File: src/sv/ocpm_pkg.sv
// Shared types and constants for the opposite-charge pair mass cut unit.
// No dependencies; imported by every module of the block.
package ocpm_pkg;

  localparam int OCPM_MAX_OBJECTS  = 16;
  localparam int OCPM_MAX_TRACKS   = 16;
  localparam int OCPM_MOMENTUM_BITS = 24;

  localparam int FIELD_W = 24;
  localparam int ADDR_W  = 5;
  localparam int DATA_W  = 32;

  // register indexes on the configuration port
  typedef enum logic [2:0] {
    REG_PAIR_LOW  = 3'd0,
    REG_PAIR_HIGH = 3'd1,
    REG_LOW_MASS  = 3'd2,
    REG_Z_LOW     = 3'd3,
    REG_Z_HIGH    = 3'd4,
    REG_ON_Z      = 3'd5
  } reg_idx_t;

  // configuration as seen by the evaluator
  typedef struct packed {
    logic signed [5:0] pair_count_low;
    logic signed [5:0] pair_count_high;
    logic [23:0]       low_mass_cut;
    logic [23:0]       z_window_low;
    logic [23:0]       z_window_high;
    logic              on_z_required;
  } cfg_t;

  // classification of one queued word
  typedef struct packed {
    logic is_trk;
    logic pos;
    logic neg;
    logic last;
  } item_ctl_t;

  typedef enum logic [2:0] {
    ST_LOAD,
    ST_CHECK,
    ST_WALK,
    ST_DRAIN,
    ST_OUT
  } back_state_t;

endpackage

File: src/sv/ocpm_front.sv
// Front end: accepts input words, classifies them and queues them.
// Depends on ocpm_pkg.
module ocpm_front
  import ocpm_pkg::*;
#(
  parameter int MOMENTUM_BITS = OCPM_MOMENTUM_BITS
) (
  input  logic                      clk,
  input  logic                      rst,
  input  logic                      in_valid,
  output logic                      in_stall,
  input  logic                      command,
  input  logic signed [1:0]         charge,
  input  logic signed [FIELD_W-1:0] energy,
  input  logic signed [FIELD_W-1:0] mom_x,
  input  logic signed [FIELD_W-1:0] mom_y,
  input  logic signed [FIELD_W-1:0] mom_z,
  input  logic                      last_item,
  output logic                      q_valid,
  input  logic                      q_pop,
  output item_ctl_t                 q_ctl,
  output logic [MOMENTUM_BITS-1:0]  q_e,
  output logic [MOMENTUM_BITS-1:0]  q_px,
  output logic [MOMENTUM_BITS-1:0]  q_py,
  output logic [MOMENTUM_BITS-1:0]  q_pz
);

  localparam int MB = MOMENTUM_BITS;

  item_ctl_t        ctl_q [2];
  logic [MB-1:0]    e_q   [2];
  logic [MB-1:0]    px_q  [2];
  logic [MB-1:0]    py_q  [2];
  logic [MB-1:0]    pz_q  [2];
  logic             wr_ptr;
  logic             rd_ptr;
  logic [1:0]       count;
  logic             push;
  item_ctl_t        ctl_in;

  // classify: zero charge counts with the negatives
  always_comb begin
    ctl_in.is_trk = command;
    ctl_in.pos    = ~charge[1] & charge[0];
    ctl_in.neg    = charge[1];
    ctl_in.last   = last_item;
  end

  assign in_stall = (count == 2'd2);
  assign push     = in_valid & ~in_stall;
  assign q_valid  = (count != 2'd0);

  // two-word queue pointers
  always_ff @(posedge clk) begin
    if (rst) begin
      wr_ptr <= 1'b0;
      rd_ptr <= 1'b0;
      count  <= 2'd0;
    end else begin
      if (push) wr_ptr <= ~wr_ptr;
      if (q_pop) rd_ptr <= ~rd_ptr;
      unique case ({push, q_pop})
        2'b10:   count <= count + 2'd1;
        2'b01:   count <= count - 2'd1;
        default: count <= count;
      endcase
    end
  end

  // queue payload; low momentum bits taken from the raw field
  always_ff @(posedge clk) begin
    if (push) begin
      ctl_q[wr_ptr] <= ctl_in;
      e_q[wr_ptr]   <= MB'($unsigned(energy));
      px_q[wr_ptr]  <= MB'($unsigned(mom_x));
      py_q[wr_ptr]  <= MB'($unsigned(mom_y));
      pz_q[wr_ptr]  <= MB'($unsigned(mom_z));
    end
  end

  assign q_ctl = ctl_q[rd_ptr];
  assign q_e   = e_q[rd_ptr];
  assign q_px  = px_q[rd_ptr];
  assign q_py  = py_q[rd_ptr];
  assign q_pz  = pz_q[rd_ptr];

endmodule

File: config.mk
export PLATFORM = sky130hd
export DESIGN_NAME = ocpm_front
export DESIGN_NICKNAME = d
export VERILOG_FILES = /design/src/sv/ocpm_pkg.sv /design/src/sv/ocpm_front.sv
export SDC_FILE = /design/constraint.sdc
export NUM_CORES = 1
export LEC_CHECK = 0
export ABC_CLOCK_PERIOD_IN_PS = 5090
export BUFFER_PORTS_ARGS = -buffer_cell sky130_fd_sc_hd__buf_4
export CORE_MARGIN = 4
export CORE_UTILIZATION = 37
export DETAILED_ROUTE_END_ITERATION = 12
export PLACE_DENSITY = 0.6
export SYNTH_ARGS = -nofsm -noshare
export SYNTH_HDL_FRONTEND = slang
export SYNTH_SLANG_ARGS = --single-unit
export TNS_END_PERCENT = 30
File: constraint.sdc
create_clock -name clk -period 5.09 [get_ports clk]
set_input_delay 1.018 -clock clk [delete_from_list [all_inputs] [get_ports clk]]
set_output_delay 1.018 -clock clk [all_outputs]
set_load 0.01 [all_outputs]
==> results of run 1 <==
tightest hold or removal path: cells and delay by family, from the launching register on:
kind            cells  cell delay [ns]
flops               1             0.33
compound gates      2             0.13
metal layers:
metal  up-vias  GRT usage [%]
met1      1848           14.4
met3        27           4.78
met4         0           3.94
met2       146           21.8
met5         -              0
li1       1779              -
state kept, by name, indices dropped and copies added (netlist names), named ones only:
signal  flops
count       2
rd_ptr      1
e_q        48
pz_q       48
wr_ptr      1
py_q       48
ctl_q       8
px_q       48
synth_stat cells:
cell type and count:
dfxtp_1 5, nor2b_1 1, mux2_2 100, nor2_1 3
nand2b_2 1, xor2_1 1, nand2_1 1, o21ai_0 2
and3_1 1, buf_2 11, ha_1 1, a21oi_1 2
xnor2_1 2, inv_1 2, inv_2 1, edfxtp_1 200
or3_1 2, or2_2 1
final cells by class:
cell class / instances / share of cell area, %
inverter: 3 / 0.139
timing repair buffer: 210 / 15.9
clock inverter: 11 / 0.479
clock buffer: 29 / 6.03
tap: 265 / 3.34
sequential: 205 / 61.6
multi-input combinational: 118 / 12.5
cells in the final DEF, fill, tap and decap left out:
| cell | n |
|---|---|
| or3_1 | 2 |
| mux2_2 | 100 |
| and3_4 | 1 |
| nor2b_1 | 1 |
| buf_4 | 210 |
| clkinv_1 | 6 |
| ha_1 | 1 |
| xnor2_1 | 2 |
| edfxtp_1 | 200 |
| inv_1 | 1 |
| nand2_1 | 1 |
| clkbuf_1 | 6 |
| nand2b_2 | 1 |
| or2_2 | 1 |
| clkinv_2 | 5 |
| dfxtp_4 | 1 |
| o21ai_0 | 2 |
| inv_2 | 1 |
| xor2_1 | 1 |
| a21oi_1 | 2 |
| dfxtp_1 | 4 |
| nor2_1 | 3 |
| clkbuf_16 | 23 |
| inv_4 | 1 |
power by group through the flow:
stage          logic (mW)  registers (mW)  clock network (mW)
2_1_floorplan       0.294            2.10                   0
3_3_place_gp        0.588            2.11                   0
3_5_place_dp        0.596            2.12                   0
4_1_cts             0.599            2.08                1.46
5_1_grt             0.633            2.09                1.54
6_report            0.583            2.08                1.41
cell families after synthesis:
group,after synthesis
adders and majority gates,1
and+or+nand+nor,10
buffers and inverters,14
xor gates and xnor gates,3
muxes,100
AOI/OAI and AO/OA,4
DFF,205
stage by stage:
stage	instances	power, mW	setup slack, ns
after floorplan	337	2.39	1.24
after global placement	801	2.70	2.05
after detailed placement	801	2.71	1.99
after CTS	841	4.14	1.65
after global routing	841	4.26	1.58
final	841	4.07	1.73
worst max-delay path by stage:
stage | from | endpoint | depth (start not counted)
floorplan | in_valid | ctl_q[1][0]$_DFFE_PP_ | 1
detailed placement | in_valid | ctl_q[0][1]$_DFFE_PP_ | 5
global route | register | q_px[23] | 3
CTS | register | q_pz[18] | 3
finish | register | q_pz[8] | 3
global placement | in_valid | pz_q[0][20]$_DFFE_PP_ | 5
==> summary.txt, run 1 <==
Run status
  • Status: complete, no violations

Cells and area
  • Area of the multi-input gates: 0.00124 mm^2
  • Final nets: 665
  • Fill count: 1,632
  • Final core utilization: 50.6%
  • Area Overhead vs Synth: 33.9%
  • Reg area: 0.00611 mm^2
  • Share of cells above drive strength 1: 59.7%
  • Finished Cell Area: 0.00992 mm^2
  • Antenna cells: 0

Worst setup path
  • Cell Chain, Critical Path: buf_4, mux2_2, buf_4
  • FF-to-FF path depth: 5
  • Buf+Inv Stages, Crit Path: 2
  • CP Capture Type: output pin
  • CP Max Fanout: 44
  • Worst EP required: 4.07 ns
  • Launching point of the worst reg2reg path: count[0]$_SDFFE_PP0P_
  • Reg2Reg Setup Slack: 2.64 ns
  • Crit-path max cell delay: 0.74 ns
  • Most numerous cell on the critical path: buf_4
  • Kind of cell adding the most delay to the critical path: flip-flops
  • CP max-delay cell: dfxtp_4
  • CP Launch Type: register
  • Worst setup path class: register to output pin
  • Critical Path AT: 2.34 ns
  • Crit Reg-Reg Endpoint: py_q[0][2]$_DFFE_PP_

Clock tree
  • H-Tree Depth: 1
  • Clock-pin slew on the worst setup and hold paths: 0.05 ns
  • Total CTS buffers: 22
  • Clk root buf: clkbuf_16
  • Post-CTS Setup Bufs: 0
  • CTS tree: built
  • Skew-Pair Late Insertion Delay: 0.49 ns
  • Max clock buf depth: 3
  • # resized after CTS: 0
  • Clock sink total: 205
  • Hold buffer count at CTS: 0

Yosys
  • Net Count, Synth: 442
  • Synth top area share: 81.0%
  • Register area share after synthesis: 82.4%
  • Top cell type by total area after synthesis: edfxtp_1
  • Post-synthesis mux area share: 15.2%
  • Syn. warnings: 0
  • Cell variety after synth: 18
  • Synth top area cells: edfxtp_1, mux2_2, dfxtp_1
  • Adder-Cell Fraction of Synth Area: 0.169%
  • Xor/xnor cell area share of the yosys netlist: 0.354%
  • Simple-Gate Fraction of Synth Area: 0.743%
  • Avg Cell Area, Syn: 22.0 um^2
  • Largest family of logic cells by synthesized area: multiplexers
  • Cell count after synthesis: 337
  • Post-synthesis compound-gate area fraction: 0.270%
  • Mapped cell area: 0.00741 mm^2
  • Flops & latches, synth: 205

Timing
  • FMAX: 297 MHz
  • Final TNS setup: 0 ns
  • RSZ-0062 raised after global routing: no
  • Final hold violations: 0
  • Setup Skew: 0.0102 ns
  • Worst slew pin tran: 1.14 ns
  • Hold Slack: 0.505 ns
  • Endpoints failing setup: 0
  • Max-slew violation total from the final report: 0
  • Final min period: 3.36 ns
  • Slew headroom: 24.3%
  • Period Utilization, post-route: 66.1%

Routing
  • Via/cell ratio: 4.52
  • Remaining DRCs: 0
  • Wire length on met2: 7360 um
  • Vias: 3,800
  • DRT antenna net count: 0
  • Highest metal used: met4
  • DRT Pass-1 Iters: 6
  • Initial DRC count: 106
  • WL met3: 1380 um
  • Total detailed-routing wirelength: 14,600 um
  • Met1 Wirelength: 5550 um
  • Avg WL per Cell: 17.3 um

Floorplan
  • Starting Density: 37.8%
  • Core Region: 0.0196 mm^2
  • Die footprint: 0.0224 mm^2
  • Die Wd: 150 um
  • Core Rows: 51
  • Die height: 150 um
  • I/O pin count: 206

Power
  • Leakage Power: 3.68 nW
  • Clk pwr share: 34.7%
  • Reg power frac: 51.0%
  • P_sw: 0.913 mW
  • Comb power frac: 14.3%
  • P_int: 3.16 mW
  • Pwr/cell area: 410 mW/mm^2
  • Sw frac: 22.4%
  • Max VDD drop: 268 uV

Placement
  • Post-DP Area: 0.00928 mm^2
  • GP Congestion: 0.729
  • Port Buf Inserts: 205
  • Post-DP HPWL: 9610 um

GRT
  • Overflow after GRT: 0
  • Vias in the first global route: 4,224
  • Initial antenna violation count: 0
  • GRT Total Usage: 12.6%
  • Largest net degree at the start of global routing: 82
  • Global-route wire length before repair: 22,000 um

Worst hold path
  • Min-Delay Path Depth: 2
  • Hold path start: count[1]$_SDFFE_PP0P_
  • Hold Path Class: register to register
  • Sink of the worst hold path: count[1]$_SDFFE_PP0P_

Run
  • Max-Cap Viols: 0
(Power assumes the default switching activity.)
==> run 2, diff against run 1 <==
- ABC_CLOCK_PERIOD_IN_PS: 5090 -> 2850
- PLACE_DENSITY: 0.6 -> 0.62
- clock period: 5.09 -> 2.85 ns (I/O delays scaled with it)
==> run 2 against run 1 <==
  * Critical path depth unchanged
  * Utilization up 0.41 points
  * Routed wire length up 1.3%
  * Register-to-register slack worse by 1.8 ns
  * Clock skew down 0.0045 ns
  * Critical endpoint is now q_px[12]
  * Largest cell class unchanged
==> summary.txt, run 2 (synthesized netlist as in run 1, its figures left out) <==
Run status
  • Status: complete, no violations (unchanged)

Clock tree
  • Total CTS buffers: 22 (unchanged)
  • # resized after CTS: 0 (unchanged)
  • Clk root buf: clkbuf_16 (unchanged)
  • Clock sink total: 205 (unchanged)
  • CTS tree: built (unchanged)
  • Skew-Pair Late Insertion Delay: 0.48 ns (was 0.49 ns)
  • Hold buffer count at CTS: 0 (unchanged)
  • Max clock buf depth: 3 (unchanged)
  • H-Tree Depth: 1 (unchanged)
  • Post-CTS Setup Bufs: 0 (unchanged)
  • Clock-pin slew on the worst setup and hold paths: 0.06 ns (was 0.05 ns)

Placement
  • Post-DP HPWL: 9850 um (was 9610 um)
  • Post-DP Area: 0.00932 mm^2 (was 0.00928 mm^2)
  • GP Congestion: 0.756 (was 0.729)
  • Port Buf Inserts: 205 (unchanged)

Routing
  • DRT Pass-1 Iters: 4 (was 6)
  • Total detailed-routing wirelength: 14,800 um (was 14,600 um)
  • Avg WL per Cell: 17.6 um (was 17.3 um)
  • DRT antenna net count: 0 (unchanged)
  • Vias: 3,797 (was 3,800)
  • Remaining DRCs: 0 (unchanged)
  • Initial DRC count: 103 (was 106)
  • Via/cell ratio: 4.51 (was 4.52)

Cells and area
  • Share of cells above drive strength 1: 59.9% (was 59.7%)
  • Commonest non-fill, non-tap cell in the layout: buf_4 (unchanged)
  • Finished Cell Area: 0.0100 mm^2 (was 0.00992 mm^2)
  • Final nets: 666 (was 665)
  • Antenna cells: 0 (unchanged)
  • Most frequent cells in the layout: buf_4, edfxtp_1, mux2_2 (unchanged)
  • Area Overhead vs Synth: 34.9% (was 33.9%)

Timing
  • RSZ-0062 raised after global routing: no (unchanged)
  • Final hold violations: 0 (unchanged)
  • FMAX: 404 MHz
  • Period Utilization, post-route: 86.8%
  • Max-slew violation total from the final report: 0 (unchanged)
  • Endpoints failing setup: 0 (unchanged)
  • Setup Skew: 0.00569 ns (was 0.0102 ns)
  • Slew headroom: 61.6% (was 24.3%)
  • Final min period: 2.47 ns
  • Worst slew pin tran: 0.575 ns (was 1.14 ns)

Worst hold path
  • Hold path start: energy[22] (was count[1]$_SDFFE_PP0P_)
  • Min-Delay Path Depth: 1 (was 2)
  • Hold Path Class: primary input to register (was register to register)
  • Sink of the worst hold path: e_q[0][22]$_DFFE_PP_ (was count[1]$_SDFFE_PP0P_)

Worst setup path
  • Launching point of the worst reg2reg path: count[0]$_SDFFE_PP0P_ (unchanged)
  • CP Launch Type: register (unchanged)
  • FF-to-FF path depth: 5 (unchanged)
  • Crit-path max cell delay: 0.48 ns (was 0.74 ns)
  • Buf+Inv Stages, Crit Path: 2 (unchanged)
  • Reg2Reg Setup Slack: 0.81 ns (was 2.64 ns)
  • Worst setup path class: register to output pin (unchanged)
  • Critical Path AT: 1.90 ns (was 2.34 ns)
  • CP Max Fanout: 43 (was 44)
  • CP Capture Type: output pin (unchanged)
  • Crit Reg-Reg Endpoint: px_q[0][3]$_DFFE_PP_ (was py_q[0][2]$_DFFE_PP_)
  • Kind of cell adding the most delay to the critical path: buffers and inverters (was flip-flops)
  • Worst EP required: 2.28 ns (was 4.07 ns)
  • Cell Chain, Critical Path: buf_4, mux2_2, buf_4 (unchanged)
  • Most numerous cell on the critical path: buf_4 (unchanged)
  • CP max-delay cell: buf_4 (was dfxtp_4)

GRT
  • Initial antenna violation count: 0 (unchanged)
  • Global-route wire length before repair: 22,500 um (was 22,000 um)
  • Vias in the first global route: 4,202 (was 4,224)
  • GRT Total Usage: 12.7% (was 12.6%)
  • Overflow after GRT: 0 (unchanged)
  • Largest net degree at the start of global routing: 60 (was 82)

Power
  • Pwr/cell area: 742 mW/mm^2 (was 410 mW/mm^2)
  • Design Power: 7.42 mW (was 4.07 mW)
  • Leakage Power: 3.70 nW (was 3.68 nW)
  • Max VDD drop: 575 uV (was 268 uV)

Floorplan
  • Starting Density: 37.8% (unchanged)
  • Die footprint: 0.0224 mm^2 (unchanged)
  • Core Region: 0.0196 mm^2 (unchanged)
  • I/O pin count: 206 (unchanged)
  • Core Rows: 51 (unchanged)
  • Die Wd: 150 um (unchanged)
  • Die height: 150 um (unchanged)

Run
  • Max-Cap Viols: 0 (unchanged)
[run 2: layer usage]
metal / routed length [um] / global-route usage (%) / up-vias
li1: - / - / 1774
met1: 5880 / 15.9 / 1864
met5: 0 / 0 / -
met3: 1290 / 4.48 / 20
met4: 271 / 2.65 / 0
met2: 7320 / 21.5 / 139
[run 2: how the worst max path moves through the flow]
stage	startpoint	depth (start not counted)	end	slack [ns]
final	register	3	q_px[12]	0.38
after global routing	register	3	q_px[3]	0.28
after CTS	register	3	q_px[12]	0.33
after detailed placement	in_valid	5	pz_q[0][19]$_DFFE_PP_	0.64
after global placement	in_valid	5	pz_q[0][12]$_DFFE_PP_	0.68
after floorplan	in_valid	3	ctl_q[0][0]$_DFFE_PP_	-0.51
[run 2: worst reg2reg max path: cells and delay by family, from the launching register on]
kind / cells / cell delay [ns]
buf+inv: 3 / 0.70
simple gates: 2 / 0.55
flops: 1 / 0.39
[run 2: final cells by class]
type / count / area [um^2]
Fill cell: 1601 / 9590
Sequential cell: 205 / 6110
Timing Repair Buffer: 211 / 1620
Multi-Input combinational cell: 118 / 1240
Clock buffer: 32 / 619
Tap cell: 265 / 332
Clock inverter: 7 / 61.3
Inverter: 3 / 13.8
[run 2: power by group]
part / switching, mW / internal, mW
clock network: 1.06 / 1.59
logic: 0.520 / 0.559
registers: 0.0596 / 3.62
[run 2: stage by stage]
stage	setup TNS (ns)	setup slack, ns	hold WS, ns	util [%]	instances
global placement	0	0.683	0.474	47.6	802
floorplan	-51.12	-0.511	0.451	-	337
global route	0	0.277	0.239	51.1	841
finish	0	0.376	0.265	51.1	841
CTS	0	0.328	0.237	51.1	841
detailed placement	0	0.638	0.511	47.6	802
==> run 3, diff against run 2 <==
- CORE_UTILIZATION: 37 -> 47
- PLACE_DENSITY: 0.62 -> 0.76
==> run 3 against run 2 <==
  * Worst setup slack lost 0.078 ns
  * Clock-buffer cell count shrank 5
  * Sequential share of layout area shrank 0.14 points
  * Register-to-register slack gained 0.06 ns
  * Critical path depth is the same
  * Cell area grew 0.22%
  * Critical endpoint is now q_pz[17]
  * Largest cell class unchanged
  * Largest power group unchanged
==> summary.txt, run 3 (synthesized netlist as in run 1, its figures left out) <==
Run status
  • Status: complete, no violations (unchanged)

Clock tree
  • # resized after CTS: 0 (unchanged)
  • Clock sink total: 205 (unchanged)
  • Post-CTS Setup Bufs: 0 (unchanged)
  • Total CTS buffers: 22 (unchanged)
  • CTS tree: built (unchanged)
  • Clock-pin slew on the worst setup and hold paths: 0.06 ns (about the same)
  • H-Tree Depth: 1 (unchanged)
  • Max clock buf depth: 3 (unchanged)
  • Hold buffer count at CTS: 0 (unchanged)
  • Skew-Pair Late Insertion Delay: 0.49 ns (was 0.48 ns)
  • Clk root buf: clkbuf_16 (unchanged)

Cells and area
  • Final core utilization: 65.5% (was 51.1%)
  • Antenna cells: 0 (unchanged)
  • Share of cells above drive strength 1: 60.6% (was 59.9%)
  • Finished Layout Cells: 787 (was 841)
  • Final nets: 666 (unchanged)
  • Area Overhead vs Synth: 35.2% (was 34.9%)
  • Commonest non-fill, non-tap cell in the layout: buf_4 (unchanged)
  • Most frequent cells in the layout: buf_4, edfxtp_1, mux2_2 (unchanged)

Floorplan
  • Die Wd: 134 um (was 150 um)
  • Die height: 134 um (was 150 um)
  • Die footprint: 0.0178 mm^2 (was 0.0224 mm^2)
  • Core Rows: 45 (was 51)
  • Starting Density: 48.4% (was 37.8%)
  • I/O pin count: 206 (unchanged)
  • Core Region: 0.0153 mm^2 (was 0.0196 mm^2)

Routing
  • Met1 Wirelength: 5540 um (was 5880 um)
  • DRT Pass-1 Iters: 4 (unchanged)
  • Highest metal used: met4 (unchanged)
  • Vias: 3,851 (was 3,797)
  • Remaining DRCs: 0 (unchanged)
  • Wire length on met2: 7200 um (was 7320 um)
  • Avg WL per Cell: 18.2 um (was 17.6 um)
  • Via/cell ratio: 4.89 (was 4.51)
  • Initial DRC count: 210 (was 103)
  • WL met3: 1310 um (was 1290 um)
  • Total detailed-routing wirelength: 14,300 um (was 14,800 um)
  • DRT antenna net count: 0 (unchanged)

GRT
  • GRT Total Usage: 15.6% (was 12.7%)
  • Largest net degree at the start of global routing: 47 (was 60)
  • Global-route wire length before repair: 22,200 um (was 22,500 um)
  • Overflow after GRT: 0 (unchanged)
  • Initial antenna violation count: 0 (unchanged)
  • Vias in the first global route: 4,349 (was 4,202)

Power
  • Leakage Power: 3.74 nW (was 3.70 nW)
  • Pwr/cell area: 759 mW/mm^2 (was 742 mW/mm^2)
  • Max VDD drop: 531 uV (was 575 uV)

Timing
  • FMAX: 392 MHz (was 404 MHz)
  • Endpoints failing setup: 0 (unchanged)
  • RSZ-0062 raised after global routing: no (unchanged)
  • Final min period: 2.55 ns (was 2.47 ns)
  • Setup Skew: 0.0180 ns (was 0.00569 ns)
  • Period Utilization, post-route: 89.5% (was 86.8%)
  • Max-slew violation total from the final report: 0 (unchanged)
  • Final hold violations: 0 (unchanged)
  • Worst slew pin tran: 0.608 ns (was 0.575 ns)
  • Slew headroom: 59.4% (was 61.6%)

Worst hold path
  • Min-Delay Path Depth: 1 (unchanged)
  • Hold Path Class: primary input to register (unchanged)

Worst setup path
  • CP Capture Type: output pin (unchanged)
  • Cell Chain, Critical Path: buf_12, mux2_2, buf_4 (was buf_4, mux2_2, buf_4)
  • CP Max Fanout: 45 (was 43)
  • Worst setup path class: register to output pin (unchanged)
  • Worst EP required: 2.28 ns (about the same)
  • CP max-delay cell: dfxtp_4 (was buf_4)
  • Crit-path max cell delay: 0.59 ns (was 0.48 ns)
  • FF-to-FF path depth: 5 (unchanged)
  • CP Launch Type: register (unchanged)
  • Critical Path AT: 1.98 ns (was 1.90 ns)

Placement
  • GP Congestion: 0.721 (was 0.756)
  • Placed insts: 748 (was 802)
  • Port Buf Inserts: 205 (unchanged)
  • Post-DP HPWL: 9590 um (was 9850 um)

Run
  • Max-Cap Viols: 0 (unchanged)
run 3: changes by cell type in the layout (fill, tap and decap cells not counted), moves of 2 or more:
cell | before | now
buf_12 | 3 | 6
clkbuf_1 | 8 | 4
buf_4 | 208 | 205
clkinv_2 | 1 | 3
bufinv_16 | 1 | 3
run 3: area by class of cell:
| cell class | count | area, um^2 |
|---|---|---|
| sequential | 205 | 6110 |
| fill | 1095 | 5290 |
| timing repair buffer | 211 | 1660 |
| multi-input combinational | 118 | 1240 |
| clock buffer | 27 | 591 |
| tap | 211 | 264 |
| clock inverter | 12 | 143 |
| inverter | 3 | 13.8 |
run 3: routing by layer:
layer / global-route usage [%] / up-vias
met5: 0 / -
met4: 4.23 / 0
met3: 5.06 / 21
met2: 27.5 / 161
met1: 18.6 / 1887
li1: - / 1782
run 3: through the flow:
step	hold WS, ns	total power, mW	setup WS [ns]	setup TNS (ns)	cell area (um^2)
after global routing	0.235	7.94	0.226	0	10000
after CTS	0.242	7.70	0.275	0	10000
after floorplan	0.451	4.27	-0.511	-51.12	7410
final	0.259	7.61	0.298	0	10000
after detailed placement	0.497	4.86	0.721	0	9290
after global placement	0.485	4.82	0.748	0	9290
run 3: path summary, 6_finish.rpt:
check                                              to                  start  slack (ns)
worst max-delay path                         q_pz[17]               register        0.30
worst min-delay path            px_q[1][15]$_DFFE_PP_              mom_x[15]        0.26
worst max register to register   e_q[0][17]$_DFFE_PP_  count[0]$_SDFFE_PP0P_        0.87
worst min register to register    wr_ptr$_SDFFE_PP0P_    wr_ptr$_SDFFE_PP0P_        0.51
run 3: power breakdown:
part	total, mW	switching, mW	leakage (nW)	internal (mW)
clock network	2.84	1.09	0.353	1.75
logic	1.08	0.506	1.48	0.572
registers	3.70	0.0762	1.91	3.62
total	7.61	1.67	3.74	5.94
run 3: worst max-delay path, delay by kind of cell (launching register included):
kind,cells,cell delay [ns]
buffers and inverters,2,0.44
multiplexers,1,0.39
flip-flops,1,0.59
